`config.mk`:
```
export PLATFORM = sky130hd
export DESIGN_NAME = tbrl_cfg
export DESIGN_NICKNAME = d
export VERILOG_FILES = /design/src/tbrl_pkg.sv /design/src/tbrl_cfg.sv
export SDC_FILE = /design/constraint.sdc
export NUM_CORES = 1
export LEC_CHECK = 0
export BUFFER_PORTS_ARGS = -buffer_cell sky130_fd_sc_hd__buf_2
export CAP_MARGIN = 20
export CORE_ASPECT_RATIO = 1.1
export CORE_UTILIZATION = 30
export DETAILED_ROUTE_END_ITERATION = 12
export GPL_TIMING_DRIVEN = 0
export PLACE_DENSITY = 0.55
export SLEW_MARGIN = 20
export SYNTH_ARGS = -nofsm -noshare
export SYNTH_HDL_FRONTEND = slang
export SYNTH_SLANG_ARGS = --single-unit
```
`constraint.sdc`:
```
create_clock -name clk -period 2.2 [get_ports clk]
set_input_delay 0.22 -clock clk [delete_from_list [all_inputs] [get_ports clk]]
set_output_delay 0.22 -clock clk [all_outputs]
set_load 0.005 [all_outputs]
```
`src/tbrl_pkg.sv`:
```
// ============================================================================
// tbrl_pkg
// Shared types and constants of the token bucket rate limiter.
// ============================================================================
package tbrl_pkg;

    // default geometry
    localparam int DEF_ACCOUNT_SLOTS = 256;
    localparam int DEF_NUM_CHANNELS  = 4;

    // field widths
    localparam int SLOT_IN_W = 8;
    localparam int SLOT_IN_N = 2 ** SLOT_IN_W;
    localparam int CHAN_W    = 2;
    localparam int CHAN_MAX  = 2 ** CHAN_W;
    localparam int TIME_W    = 48;
    localparam int CAP_W     = 12;
    localparam int RATE_W    = 32;
    localparam int TOK_W     = 32;
    localparam int FRAC_W    = 20;
    localparam int RETRY_W   = 22;
    localparam int LIVE_W    = 11;

    // configuration port
    localparam int CFG_IDX_W  = 3;
    localparam int CFG_DATA_W = 32;

    // register index layout: bit 0 picks capacity or rate, upper bits the channel
    localparam logic CFG_SEL_CAPACITY = 1'b0;
    localparam logic CFG_SEL_RATE     = 1'b1;

    // opcodes
    localparam logic OP_CONSUME = 1'b0;
    localparam logic OP_QUERY   = 1'b1;

    // constants
    localparam logic [CAP_W-1:0]   CAP_RESET  = 12'd8;
    localparam logic [RATE_W-1:0]  RATE_RESET = 32'd4295;
    localparam logic [TOK_W-1:0]   ONE_TOKEN  = 32'h0010_0000;
    localparam logic [RETRY_W-1:0] HOUR_MS    = 22'd3600000;
    localparam logic [LIVE_W-1:0]  LIVE_MAX   = 11'h7FF;
    localparam int                 MS_SCALE   = 1000;

    typedef struct packed {
        logic                 opcode;
        logic [SLOT_IN_W-1:0] account_slot;
        logic [CHAN_W-1:0]    chan_index;
        logic [TIME_W-1:0]    now_us;
    } req_t;

    typedef struct packed {
        logic               allowed;
        logic [RETRY_W-1:0] retry_ms;
        logic [LIVE_W-1:0]  live_buckets;
    } rsp_t;

    typedef struct packed {
        logic [CHAN_MAX-1:0][CAP_W-1:0]  capacity;
        logic [CHAN_MAX-1:0][RATE_W-1:0] rate;
    } cfg_t;

    // controller to datapath
    typedef struct packed {
        logic clear_step;
        logic load_req;
        logic prep;
        logic mul_lo;
        logic mul_hi;
        logic mul_k;
        logic sum;
        logic write_back;
        logic res_zero;
        logic res_hour;
        logic div_init;
        logic div_step;
        logic div_end;
        logic load_out;
    } ctrl_cmd_t;

    // datapath to controller
    typedef struct packed {
        logic clear_last;
        logic is_query;
        logic was_valid;
        logic has_token;
        logic rate_zero;
        logic div_last;
        logic out_free;
    } ctrl_status_t;

endpackage

```
`src/tbrl_cfg.sv`:
```
// ============================================================================
// tbrl_cfg
// Per-channel capacity and refill rate registers with write port.
// ============================================================================
module tbrl_cfg (
    input  logic                            clk,
    input  logic                            rst_n,
    input  logic                            cfg_wr_en,
    input  logic [tbrl_pkg::CFG_IDX_W-1:0]  cfg_index,
    input  logic [tbrl_pkg::CFG_DATA_W-1:0] cfg_data,
    output tbrl_pkg::cfg_t                  cfg
);
    import tbrl_pkg::*;

    logic [CAP_W-1:0]  cap_reg  [CHAN_MAX];
    logic [RATE_W-1:0] rate_reg [CHAN_MAX];
    logic [CHAN_W-1:0] wr_chan;
    logic              wr_sel;

    assign wr_chan = cfg_index[CFG_IDX_W-1:1];
    assign wr_sel  = cfg_index[0];

    always_ff @(posedge clk or negedge rst_n)
    begin
        if (!rst_n)
        begin
            for (int c = 0; c < CHAN_MAX; c++)
            begin
                cap_reg[c]  <= CAP_RESET;
                rate_reg[c] <= RATE_RESET;
            end
        end
        else if (cfg_wr_en)
        begin
            if (wr_sel == CFG_SEL_CAPACITY)
                cap_reg[wr_chan] <= cfg_data[CAP_W-1:0];
            else
                rate_reg[wr_chan] <= cfg_data[RATE_W-1:0];
        end
    end

    always_comb
    begin
        for (int c = 0; c < CHAN_MAX; c++)
        begin
            cfg.capacity[c] = cap_reg[c];
            cfg.rate[c]     = rate_reg[c];
        end
    end

endmodule

```
==> impl_metrics.env <==
export IMPL_status="finished clean"
export IMPL_r2r_setup_slack_ns=1.41
export IMPL_r2r_cells=1
export IMPL_most_common_layout_cells="223 x buf_2, 175 x mux2_2, 148 x dfrtp_1, 28 x dfstp_2, 18 x clkbuf_16"
export IMPL_ys_ff_latch=176
export IMPL_firstDrtPassIters=3
export IMPL_finalSetupViolations=0
export IMPL_grt_pass1_vias=4334
export IMPL_final_antenna_net_count=0
export IMPL_p_sw_uw=2410
export IMPL_crit_family="flip-flops"
export IMPL_place_gp_congestion=0.724
export IMPL_holdPathStages=2
export IMPL_power_static_leakage_uw=0.00407
export IMPL_drv_slew=0
export IMPL_worst_ep_arrival_time_ns=1.07
export IMPL_htree_levels=4
export IMPL_hold_violations=0
export IMPL_p_clk_frac=0.318
export IMPL_grt_max_degree=92
export IMPL_period_needed_ns=1.29
export IMPL_power_frac_comb=0.197
export IMPL_clockRootBuffer="clkbuf_16"
export IMPL_crit_type="reg2out"
export IMPL_die_h_um=158
export IMPL_ys_warnings_count=0
export IMPL_cts_hold_buf=1
export IMPL_cts_path_max_buffers=2
export IMPL_io_pins=214
export IMPL_peakVddDrop_mv=0.492
export IMPL_seqPwrFrac=0.485
export IMPL_syn2layout_area_growth_pct=30.6
export IMPL_largest_reg_flops=176
export IMPL_antenna_found_initial=0
export IMPL_clock_sinks=176
export IMPL_wl_per_cell_um=18.2
export IMPL_die_x_um=144
export IMPL_rsz0062_at_grt="no"
export IMPL_initialDrtViolationCount=88
export IMPL_via_per_inst=4.47
export IMPL_ys_seq_area_frac=0.670
export IMPL_post_synth_inst_count=380
export IMPL_cts_reportedPaths_clkPinSlew_ns=0.07
export IMPL_timing_rr_start="cfg[58]"
export IMPL_via_count=4086
export IMPL_cts_resized_gates=0
export IMPL_swShare=0.267
export IMPL_drc=0
export IMPL_diodes=0
export IMPL_max_stage_delay_ns=0.54
export IMPL_worst_slew_pin_slew_ns=0.665
export IMPL_tritoncts="yes"
export IMPL_regToRegEndpoint="cfg[58]"
export IMPL_min_from="cfg_data[16]"
export IMPL_wl_um=16600
export IMPL_rows=56
export IMPL_end_kind="primary output"
export IMPL_grt_pass1_wl_um=25300
export IMPL_tns_ns=0
export IMPL_cp_data_required_time_ns=1.98
export IMPL_place_hpwl_um=11700
export IMPL_clk_latency_ns=0.42
export IMPL_cp_num_buf_inv=1
export IMPL_core_region_area_um2=21500
export IMPL_io_buffers=210
export IMPL_syn_cell_area_um2=6620
export IMPL_avgSynthCellArea_um2=17.4
export IMPL_synth_cell_types=14
export IMPL_clock_skew_ns=0
export IMPL_final_common_cell="buf_2"
export IMPL_p_int_uw=6630
export IMPL_post_route_period_util=0.587
export IMPL_dp_cells=881
export IMPL_numCtsBuffers=17
export IMPL_crit_path_start_kind="flip-flop"
export IMPL_cpMaxStageDelayCell="dfstp_2"
export IMPL_drive_above_1_share=0.750
export IMPL_min_to="cfg[48]"
export IMPL_slew_headroom=0.557
export IMPL_fillers=2080
export IMPL_nNetsFinal=649
export IMPL_dieArea_um2=22700
export IMPL_max_freq_mhz=774
export IMPL_overflow=0
export IMPL_post_cts_setup_buffers=0
export IMPL_synth_nets=418
export IMPL_power_density_nw_per_um2=1040
export IMPL_hold_path_class="in2reg"
export IMPL_finalNonFillerCells=914
export IMPL_crit_chain="buf_2"
export IMPL_grt_usage=0.152
export IMPL_initial_core_util=0.308
export IMPL_drv_cap=0
export IMPL_power_uw=9030
export IMPL_cp_max_fo=2
==> cell type report <==
cell class / instances / area [µm²] / share of cell area
clock inverter: 13 / 100 / 0.0116
sequential: 176 / 4440 / 0.513
multi-input combinational: 184 / 2060 / 0.239
clock buffer: 19 / 464 / 0.0537
tap: 290 / 363 / 0.0419
buffer: 20 / 120 / 0.0139
timing repair buffer: 212 / 1100 / 0.127
==> how the worst max path moves through the flow <==
| stage | start | endpoint | cells past startpoint |
|---|---|---|---|
| CTS | rst_n | cfg[44] | 3 |
| detailed placement | cfg_wr_en | cfg[74] | 4 |
| global placement | rst_n | cfg[110] | 1 |
| floorplan | cfg_index[0] | cfg[10] | 5 |
| global route | rst_n | cfg[44] | 3 |
| finish | cfg[131] | cfg[131] | 1 |
==> stage by stage <==
stage               hold slack [ns]   util  setup WS (ns)  area, µm²
CTS                          0.0372  0.402          0.877       8650
global route                 0.0475  0.402          0.762       8650
finish                       0.0633  0.402          0.908       8650
floorplan                   -0.0756      -          0.789       6620
detailed placement            0.266  0.375          0.499       8080
global placement              0.483  0.374          -1.65       8040
==> Yosys cell counts <==
master | instances | share of area
buf_4 | 1 | 0.0011
clkbuf_1 | 1 | 0.00057
buf_2 | 14 | 0.011
nor4b_2 | 1 | 0.0023
nand4_1 | 1 | 0.00095
and4bb_2 | 2 | 0.0038
dfstp_2 | 28 | 0.11
dfrtp_1 | 148 | 0.56
mux2_2 | 175 | 0.30
nand4b_1 | 3 | 0.0040
mux2_1 | 1 | 0.0017
buf_6 | 3 | 0.0051
nor4bb_1 | 1 | 0.0015
clkbuf_2 | 1 | 0.00075
==> cells by family (layout without fill, tap and decap cells) <==
logic type,Yosys count,count (layout),share of synthesized area
DFF,176,176,0.670
buffers and inverters,20,264,0.0181
and+or+nand+nor,8,8,0.0125
muxes,176,176,0.299
==> power by group through the flow <==
stage / clock network [µW] / logic (µW) / registers (µW)
finish: 2870 / 1780 / 4390
global route: 3100 / 1950 / 4480
CTS: 2980 / 1830 / 4390
detailed placement: 0 / 1830 / 4440
global placement: 0 / 1770 / 4400
floorplan: 0 / 681 / 4480
==> routing by layer <==
layer / global-route usage / vias up / routed length, µm
met4: 0.0502 / 0 / 189
met1: 0.183 / 2139 / 6990
met2: 0.265 / 109 / 8790
met5: 0 / - / 0
li1: - / 1825 / -
met3: 0.0384 / 13 / 673
Note: power is estimated with default switching activity, not from simulation.
