File: src/tbrl_pkg.sv
// ============================================================================
// tbrl_pkg
// Shared types and constants of the token bucket rate limiter.
// ============================================================================
package tbrl_pkg;

    // default geometry
    localparam int DEF_ACCOUNT_SLOTS = 256;
    localparam int DEF_NUM_CHANNELS  = 4;

    // field widths
    localparam int SLOT_IN_W = 8;
    localparam int SLOT_IN_N = 2 ** SLOT_IN_W;
    localparam int CHAN_W    = 2;
    localparam int CHAN_MAX  = 2 ** CHAN_W;
    localparam int TIME_W    = 48;
    localparam int CAP_W     = 12;
    localparam int RATE_W    = 32;
    localparam int TOK_W     = 32;
    localparam int FRAC_W    = 20;
    localparam int RETRY_W   = 22;
    localparam int LIVE_W    = 11;

    // configuration port
    localparam int CFG_IDX_W  = 3;
    localparam int CFG_DATA_W = 32;

    // register index layout: bit 0 picks capacity or rate, upper bits the channel
    localparam logic CFG_SEL_CAPACITY = 1'b0;
    localparam logic CFG_SEL_RATE     = 1'b1;

    // opcodes
    localparam logic OP_CONSUME = 1'b0;
    localparam logic OP_QUERY   = 1'b1;

    // constants
    localparam logic [CAP_W-1:0]   CAP_RESET  = 12'd8;
    localparam logic [RATE_W-1:0]  RATE_RESET = 32'd4295;
    localparam logic [TOK_W-1:0]   ONE_TOKEN  = 32'h0010_0000;
    localparam logic [RETRY_W-1:0] HOUR_MS    = 22'd3600000;
    localparam logic [LIVE_W-1:0]  LIVE_MAX   = 11'h7FF;
    localparam int                 MS_SCALE   = 1000;

    typedef struct packed {
        logic                 opcode;
        logic [SLOT_IN_W-1:0] account_slot;
        logic [CHAN_W-1:0]    chan_index;
        logic [TIME_W-1:0]    now_us;
    } req_t;

    typedef struct packed {
        logic               allowed;
        logic [RETRY_W-1:0] retry_ms;
        logic [LIVE_W-1:0]  live_buckets;
    } rsp_t;

    typedef struct packed {
        logic [CHAN_MAX-1:0][CAP_W-1:0]  capacity;
        logic [CHAN_MAX-1:0][RATE_W-1:0] rate;
    } cfg_t;

    // controller to datapath
    typedef struct packed {
        logic clear_step;
        logic load_req;
        logic prep;
        logic mul_lo;
        logic mul_hi;
        logic mul_k;
        logic sum;
        logic write_back;
        logic res_zero;
        logic res_hour;
        logic div_init;
        logic div_step;
        logic div_end;
        logic load_out;
    } ctrl_cmd_t;

    // datapath to controller
    typedef struct packed {
        logic clear_last;
        logic is_query;
        logic was_valid;
        logic has_token;
        logic rate_zero;
        logic div_last;
        logic out_free;
    } ctrl_status_t;

endpackage

File: src/tbrl_ctrl.sv
// ============================================================================
// tbrl_ctrl
// Sequencer: clearing pass, bucket read, refill, write back, retry division.
// ============================================================================
module tbrl_ctrl (
    input  logic                   clk,
    input  logic                   rst_n,
    input  logic                   req_valid,
    output logic                   req_stall,
    input  tbrl_pkg::ctrl_status_t status,
    output tbrl_pkg::ctrl_cmd_t    cmd
);
    import tbrl_pkg::*;

    localparam logic [3:0] S_CLEAR    = 4'd0;
    localparam logic [3:0] S_IDLE     = 4'd1;
    localparam logic [3:0] S_READ     = 4'd2;
    localparam logic [3:0] S_ELAPSED  = 4'd3;
    localparam logic [3:0] S_MUL_LO   = 4'd4;
    localparam logic [3:0] S_MUL_HI   = 4'd5;
    localparam logic [3:0] S_SUM      = 4'd6;
    localparam logic [3:0] S_DECIDE   = 4'd7;
    localparam logic [3:0] S_WRITE    = 4'd8;
    localparam logic [3:0] S_MUL_K    = 4'd9;
    localparam logic [3:0] S_DIV_INIT = 4'd10;
    localparam logic [3:0] S_DIV      = 4'd11;
    localparam logic [3:0] S_DIV_END  = 4'd12;
    localparam logic [3:0] S_DONE     = 4'd13;

    logic [3:0] state_reg;
    logic [3:0] state_next;

    always_ff @(posedge clk or negedge rst_n)
    begin
        if (!rst_n)
            state_reg <= S_CLEAR;
        else
            state_reg <= state_next;
    end

    assign req_stall = (state_reg != S_IDLE);

    always_comb
    begin
        state_next = state_reg;
        cmd        = '0;
        unique case (state_reg)
            S_CLEAR:
            begin
                cmd.clear_step = 1'b1;
                if (status.clear_last)
                    state_next = S_IDLE;
            end
            S_IDLE:
            begin
                if (req_valid)
                begin
                    cmd.load_req = 1'b1;
                    state_next   = S_READ;
                end
            end
            S_READ:
                state_next = S_ELAPSED;
            S_ELAPSED:
            begin
                cmd.prep   = 1'b1;
                state_next = S_MUL_LO;
            end
            S_MUL_LO:
            begin
                cmd.mul_lo = 1'b1;
                state_next = S_MUL_HI;
            end
            S_MUL_HI:
            begin
                cmd.mul_hi = 1'b1;
                state_next = S_SUM;
            end
            S_SUM:
            begin
                cmd.sum    = 1'b1;
                state_next = S_DECIDE;
            end
            S_DECIDE:
            begin
                if (!status.is_query)
                    state_next = S_WRITE;
                else if (!status.was_valid || status.has_token)
                begin
                    cmd.res_zero = 1'b1;
                    state_next   = S_DONE;
                end
                else if (status.rate_zero)
                begin
                    cmd.res_hour = 1'b1;
                    state_next   = S_DONE;
                end
                else
                    state_next = S_MUL_K;
            end
            S_WRITE:
            begin
                cmd.write_back = 1'b1;
                state_next     = S_DONE;
            end
            S_MUL_K:
            begin
                cmd.mul_k  = 1'b1;
                state_next = S_DIV_INIT;
            end
            S_DIV_INIT:
            begin
                cmd.div_init = 1'b1;
                state_next   = S_DIV;
            end
            S_DIV:
            begin
                cmd.div_step = 1'b1;
                if (status.div_last)
                    state_next = S_DIV_END;
            end
            S_DIV_END:
            begin
                cmd.div_end = 1'b1;
                state_next  = S_DONE;
            end
            S_DONE:
            begin
                if (status.out_free)
                begin
                    cmd.load_out = 1'b1;
                    state_next   = S_IDLE;
                end
            end
            default:
                state_next = S_CLEAR;
        endcase
    end

endmodule

File: config.mk
export PLATFORM = sky130hd
export DESIGN_NAME = tbrl_ctrl
export DESIGN_NICKNAME = d
export VERILOG_FILES = /design/src/tbrl_pkg.sv /design/src/tbrl_ctrl.sv
export SDC_FILE = /design/constraint.sdc
export NUM_CORES = 1
export LEC_CHECK = 0
export ABC_AREA = 1
export BUFFER_PORTS_ARGS = -buffer_cell sky130_fd_sc_hd__buf_2
export CAP_MARGIN = 25
export CORE_AREA = 10 10 47 49
export DETAILED_ROUTE_END_ITERATION = 12
export DIE_AREA = 0 0 57 59
export PLACE_DENSITY_LB_ADDON = 0.1
export SYNTH_ARGS = -nofsm -noshare
export SYNTH_HDL_FRONTEND = slang
export SYNTH_SLANG_ARGS = --single-unit
File: constraint.sdc
create_clock -name clk -period 3.28 [get_ports clk]
set_input_delay 0.656 -clock clk [delete_from_list [all_inputs] [get_ports clk]]
set_output_delay 0.656 -clock clk [all_outputs]
set_load 0.02 [all_outputs]
==> flow_summary.yaml <==
floorplan:
  core_area_um2: 1400
  die_outline_area_um2: 3360
  start_util_pct: 29.1
  num_io_pins: 25
  overall_die_width_um: 57
  row_count: 14
  chipHeight_um: 59
finish:
  antenna_cells: 0
  largest_reg_flops: 4
  nNetsFinal: 113
  design_area_um2: 571
  area_delta_synth_final_pct: 39.9
  post_route_cells_drive_above_1_share_pct: 32.7
route:
  dr.first_iter.drc_count: 5
  first_pass_drt_iterations: 4
  totalWireLength_mm: 1.26
  wl_per_cell_um: 10.8
  vias: 531
  drt-vias-per-instance: 4.54
  antenna_violating_nets_post_route: 0
  drcViolationCount: 0
status:
  outcome: "complete, no violations"
clock_tree:
  clkSlewWorstSetupHoldPaths_ns: 0.04
  htreeDepth: 1
  post-cts-setup-buffer-count: 0
  cts_sinks: 4
  clk-insertion-delay-late_ns: 0.23
  tritoncts: "yes"
  cts_root_buffer: "clkbuf_4"
  cts_hold_buffers: 0
  clk_path_buf_depth: 2
  tritoncts.num_buffers: 3
  cts_resized: 0
sta:
  finalSetupViolCount: 0
  final.setup_skew_ns: 0.00445
  fmaxAchievable_mhz: 488
  layout_setup_ws_ns: 1.23
  number_of_max_slew_violations_in_the_final_report: 0
  slew-limit-headroom_pct: 82.4
  worst_pin_slew_ns: 0.263
  finalHoldViolations: 0
  rsz_0062_raised_after_global_routing: "false"
  fin_crit_sh_pct: 62.4
  final.min_clock_period_ns: 2.05
  hold_slack_ns: 0.216
  final_sum_of_negative_setup_slack_ns: 0
logic_synthesis:
  synth_seq_cells: 4
  netlist_instances: 74
  post_synthesis_area_per_instance_um2: 5.51
  synthDominantCellAreaShare_pct: 24.5
  synth.net_count: 84
  synth-warning-count: 0
  yosys.area.top_type: "dfrtp_1"
  synth.yosys.seq_area_share_pct: 24.5
  synth_area_um2: 408
  synthDistinctLibCells: 14
  cell_types_occupying_the_most_area_after_synthesis: "dfrtp_1 (25%), nand2_1 (18%), nor2_1 (17%)"
setup_path:
  crit_type: "flop to primary output"
  start_of_the_worst_register_to_register_path: "state_reg[2]$_DFFE_PN0P_"
  timing.critical_path.to_type: "primary output"
  arrival_ns: 1.39
  worstReg2RegEnd: "state_reg[0]$_DFFE_PN0P_"
  worst-r2r-cell-count: 7
  start_kind: "flop"
  cp.required_ns: 2.62
  ff2ff_setup_slack_ns: 2.01
  timing.critical_path.fanout_max: 5
placed_design:
  gp_congestion: 0.779
  number_of_buffers_inserted_by_port_buffering: 24
  placement.setup.worst_slack_ns: 1.47
  placedInstanceArea_um2: 548
  detailedPlacementHpwl_mm: 1.11
min_path:
  min-delay-path-class: "primary input to async pin"
grt:
  first_global_vias: 507
  grt-ovfl-total: 0
  grt_antenna_before_repair: 0
  grt_max_degree: 8
  grt_pass1_wl_mm: 2.04
  grt_usage_pct: 7.17
power_and_ir_drop:
  total_leakage_power_nw: 0.366
  power.density_nw_per_um2: 898
  max_rail_drop_vdd_mv: 0.378
run:
  count_of_max_cap_constraint_violations: 0
## synthesized netlist by cell type
cell type  count
nand2_1       20
nor2_1        18
nand3b_1       2
nor2_4         1
nand2_2        1
nor2_2         2
nand3_2        1
nor3_1         2
o21ai_0        2
nand3_1        8
inv_1         11
a21oi_1        1
inv_2          1
dfrtp_1        4
## per-stage QoR
step / cells / utilization (%) / total power [W]
after floorplan: 74 / - / 0.000363
after global placement: 114 / 39.1 / 0.000462
after detailed placement: 114 / 39.1 / 0.000458
after CTS: 117 / 40.7 / 0.000523
after global routing: 117 / 40.7 / 0.000577
final: 117 / 40.7 / 0.000512
## layout by cell type, fill, tap and decap left out
cell       n
nand3b_1   2
buf_2     24
nor2_4     1
nor2_1    18
a21oi_1    1
o21ai_0    2
nand3_1    8
nor2_2     2
dfrtp_1    4
nand2_2    1
nand2_1   20
nor3_1     2
inv_1     11
nand3_2    1
inv_2      1
clkbuf_4   3
## worst max-delay path: stages, from the launching register on
cell	delay, ns
dfrtp_1	0.41
inv_1	0.10
nand2_1	0.15
nor2_4	0.15
nand3_1	0.10
nor2_1	0.09
buf_2	0.17
## how the worst max path moves through the flow
stage                                   startpoint     end
after floorplan                          status[0]  cmd[0]
after global placement                   status[3]  cmd[5]
after detailed placement  state_reg[3]$_DFFE_PN0P_  cmd[4]
after CTS                 state_reg[3]$_DFFE_PN0P_  cmd[4]
after global routing      state_reg[3]$_DFFE_PN0P_  cmd[4]
final                     state_reg[3]$_DFFE_PN0P_  cmd[4]
## final cells by class
| cell class | instances | area (µm²) |
|---|---|---|
| fill | 184 | 831 |
| tap | 16 | 20.0 |
| timing repair buffer | 24 | 120 |
| multi-input combinational | 58 | 263 |
| inverter | 12 | 45.0 |
| sequential | 4 | 100 |
| clock buffer | 3 | 22.5 |
## report_power, final
part / total (W) / switching, W / internal [W]
combinational: 0.000336 / 0.000227 / 0.000109
sequential: 0.000116 / 0.0000412 / 0.0000751
clock: 0.0000600 / 0.0000192 / 0.0000409
## per-layer routing
metal | GRT usage, % | vias up | wire [µm]
li1 | - | 283 | -
met1 | 7.60 | 234 | 515
met2 | 12.9 | 14 | 642
met3 | 3.43 | 0 | 106
met4 | 1.01 | 0 | 0
met5 | 0 | - | 0
## kinds of logic (layout without fill, tap and decap cells)
kind of cell / after synthesis / count (layout) / synth area share (%)
compound gates: 3 / 3 / 3.68
simple gates: 55 / 55 / 60.7
buf+inv: 12 / 39 / 11.0
flops: 4 / 4 / 24.5
(Power assumes the default switching activity.)
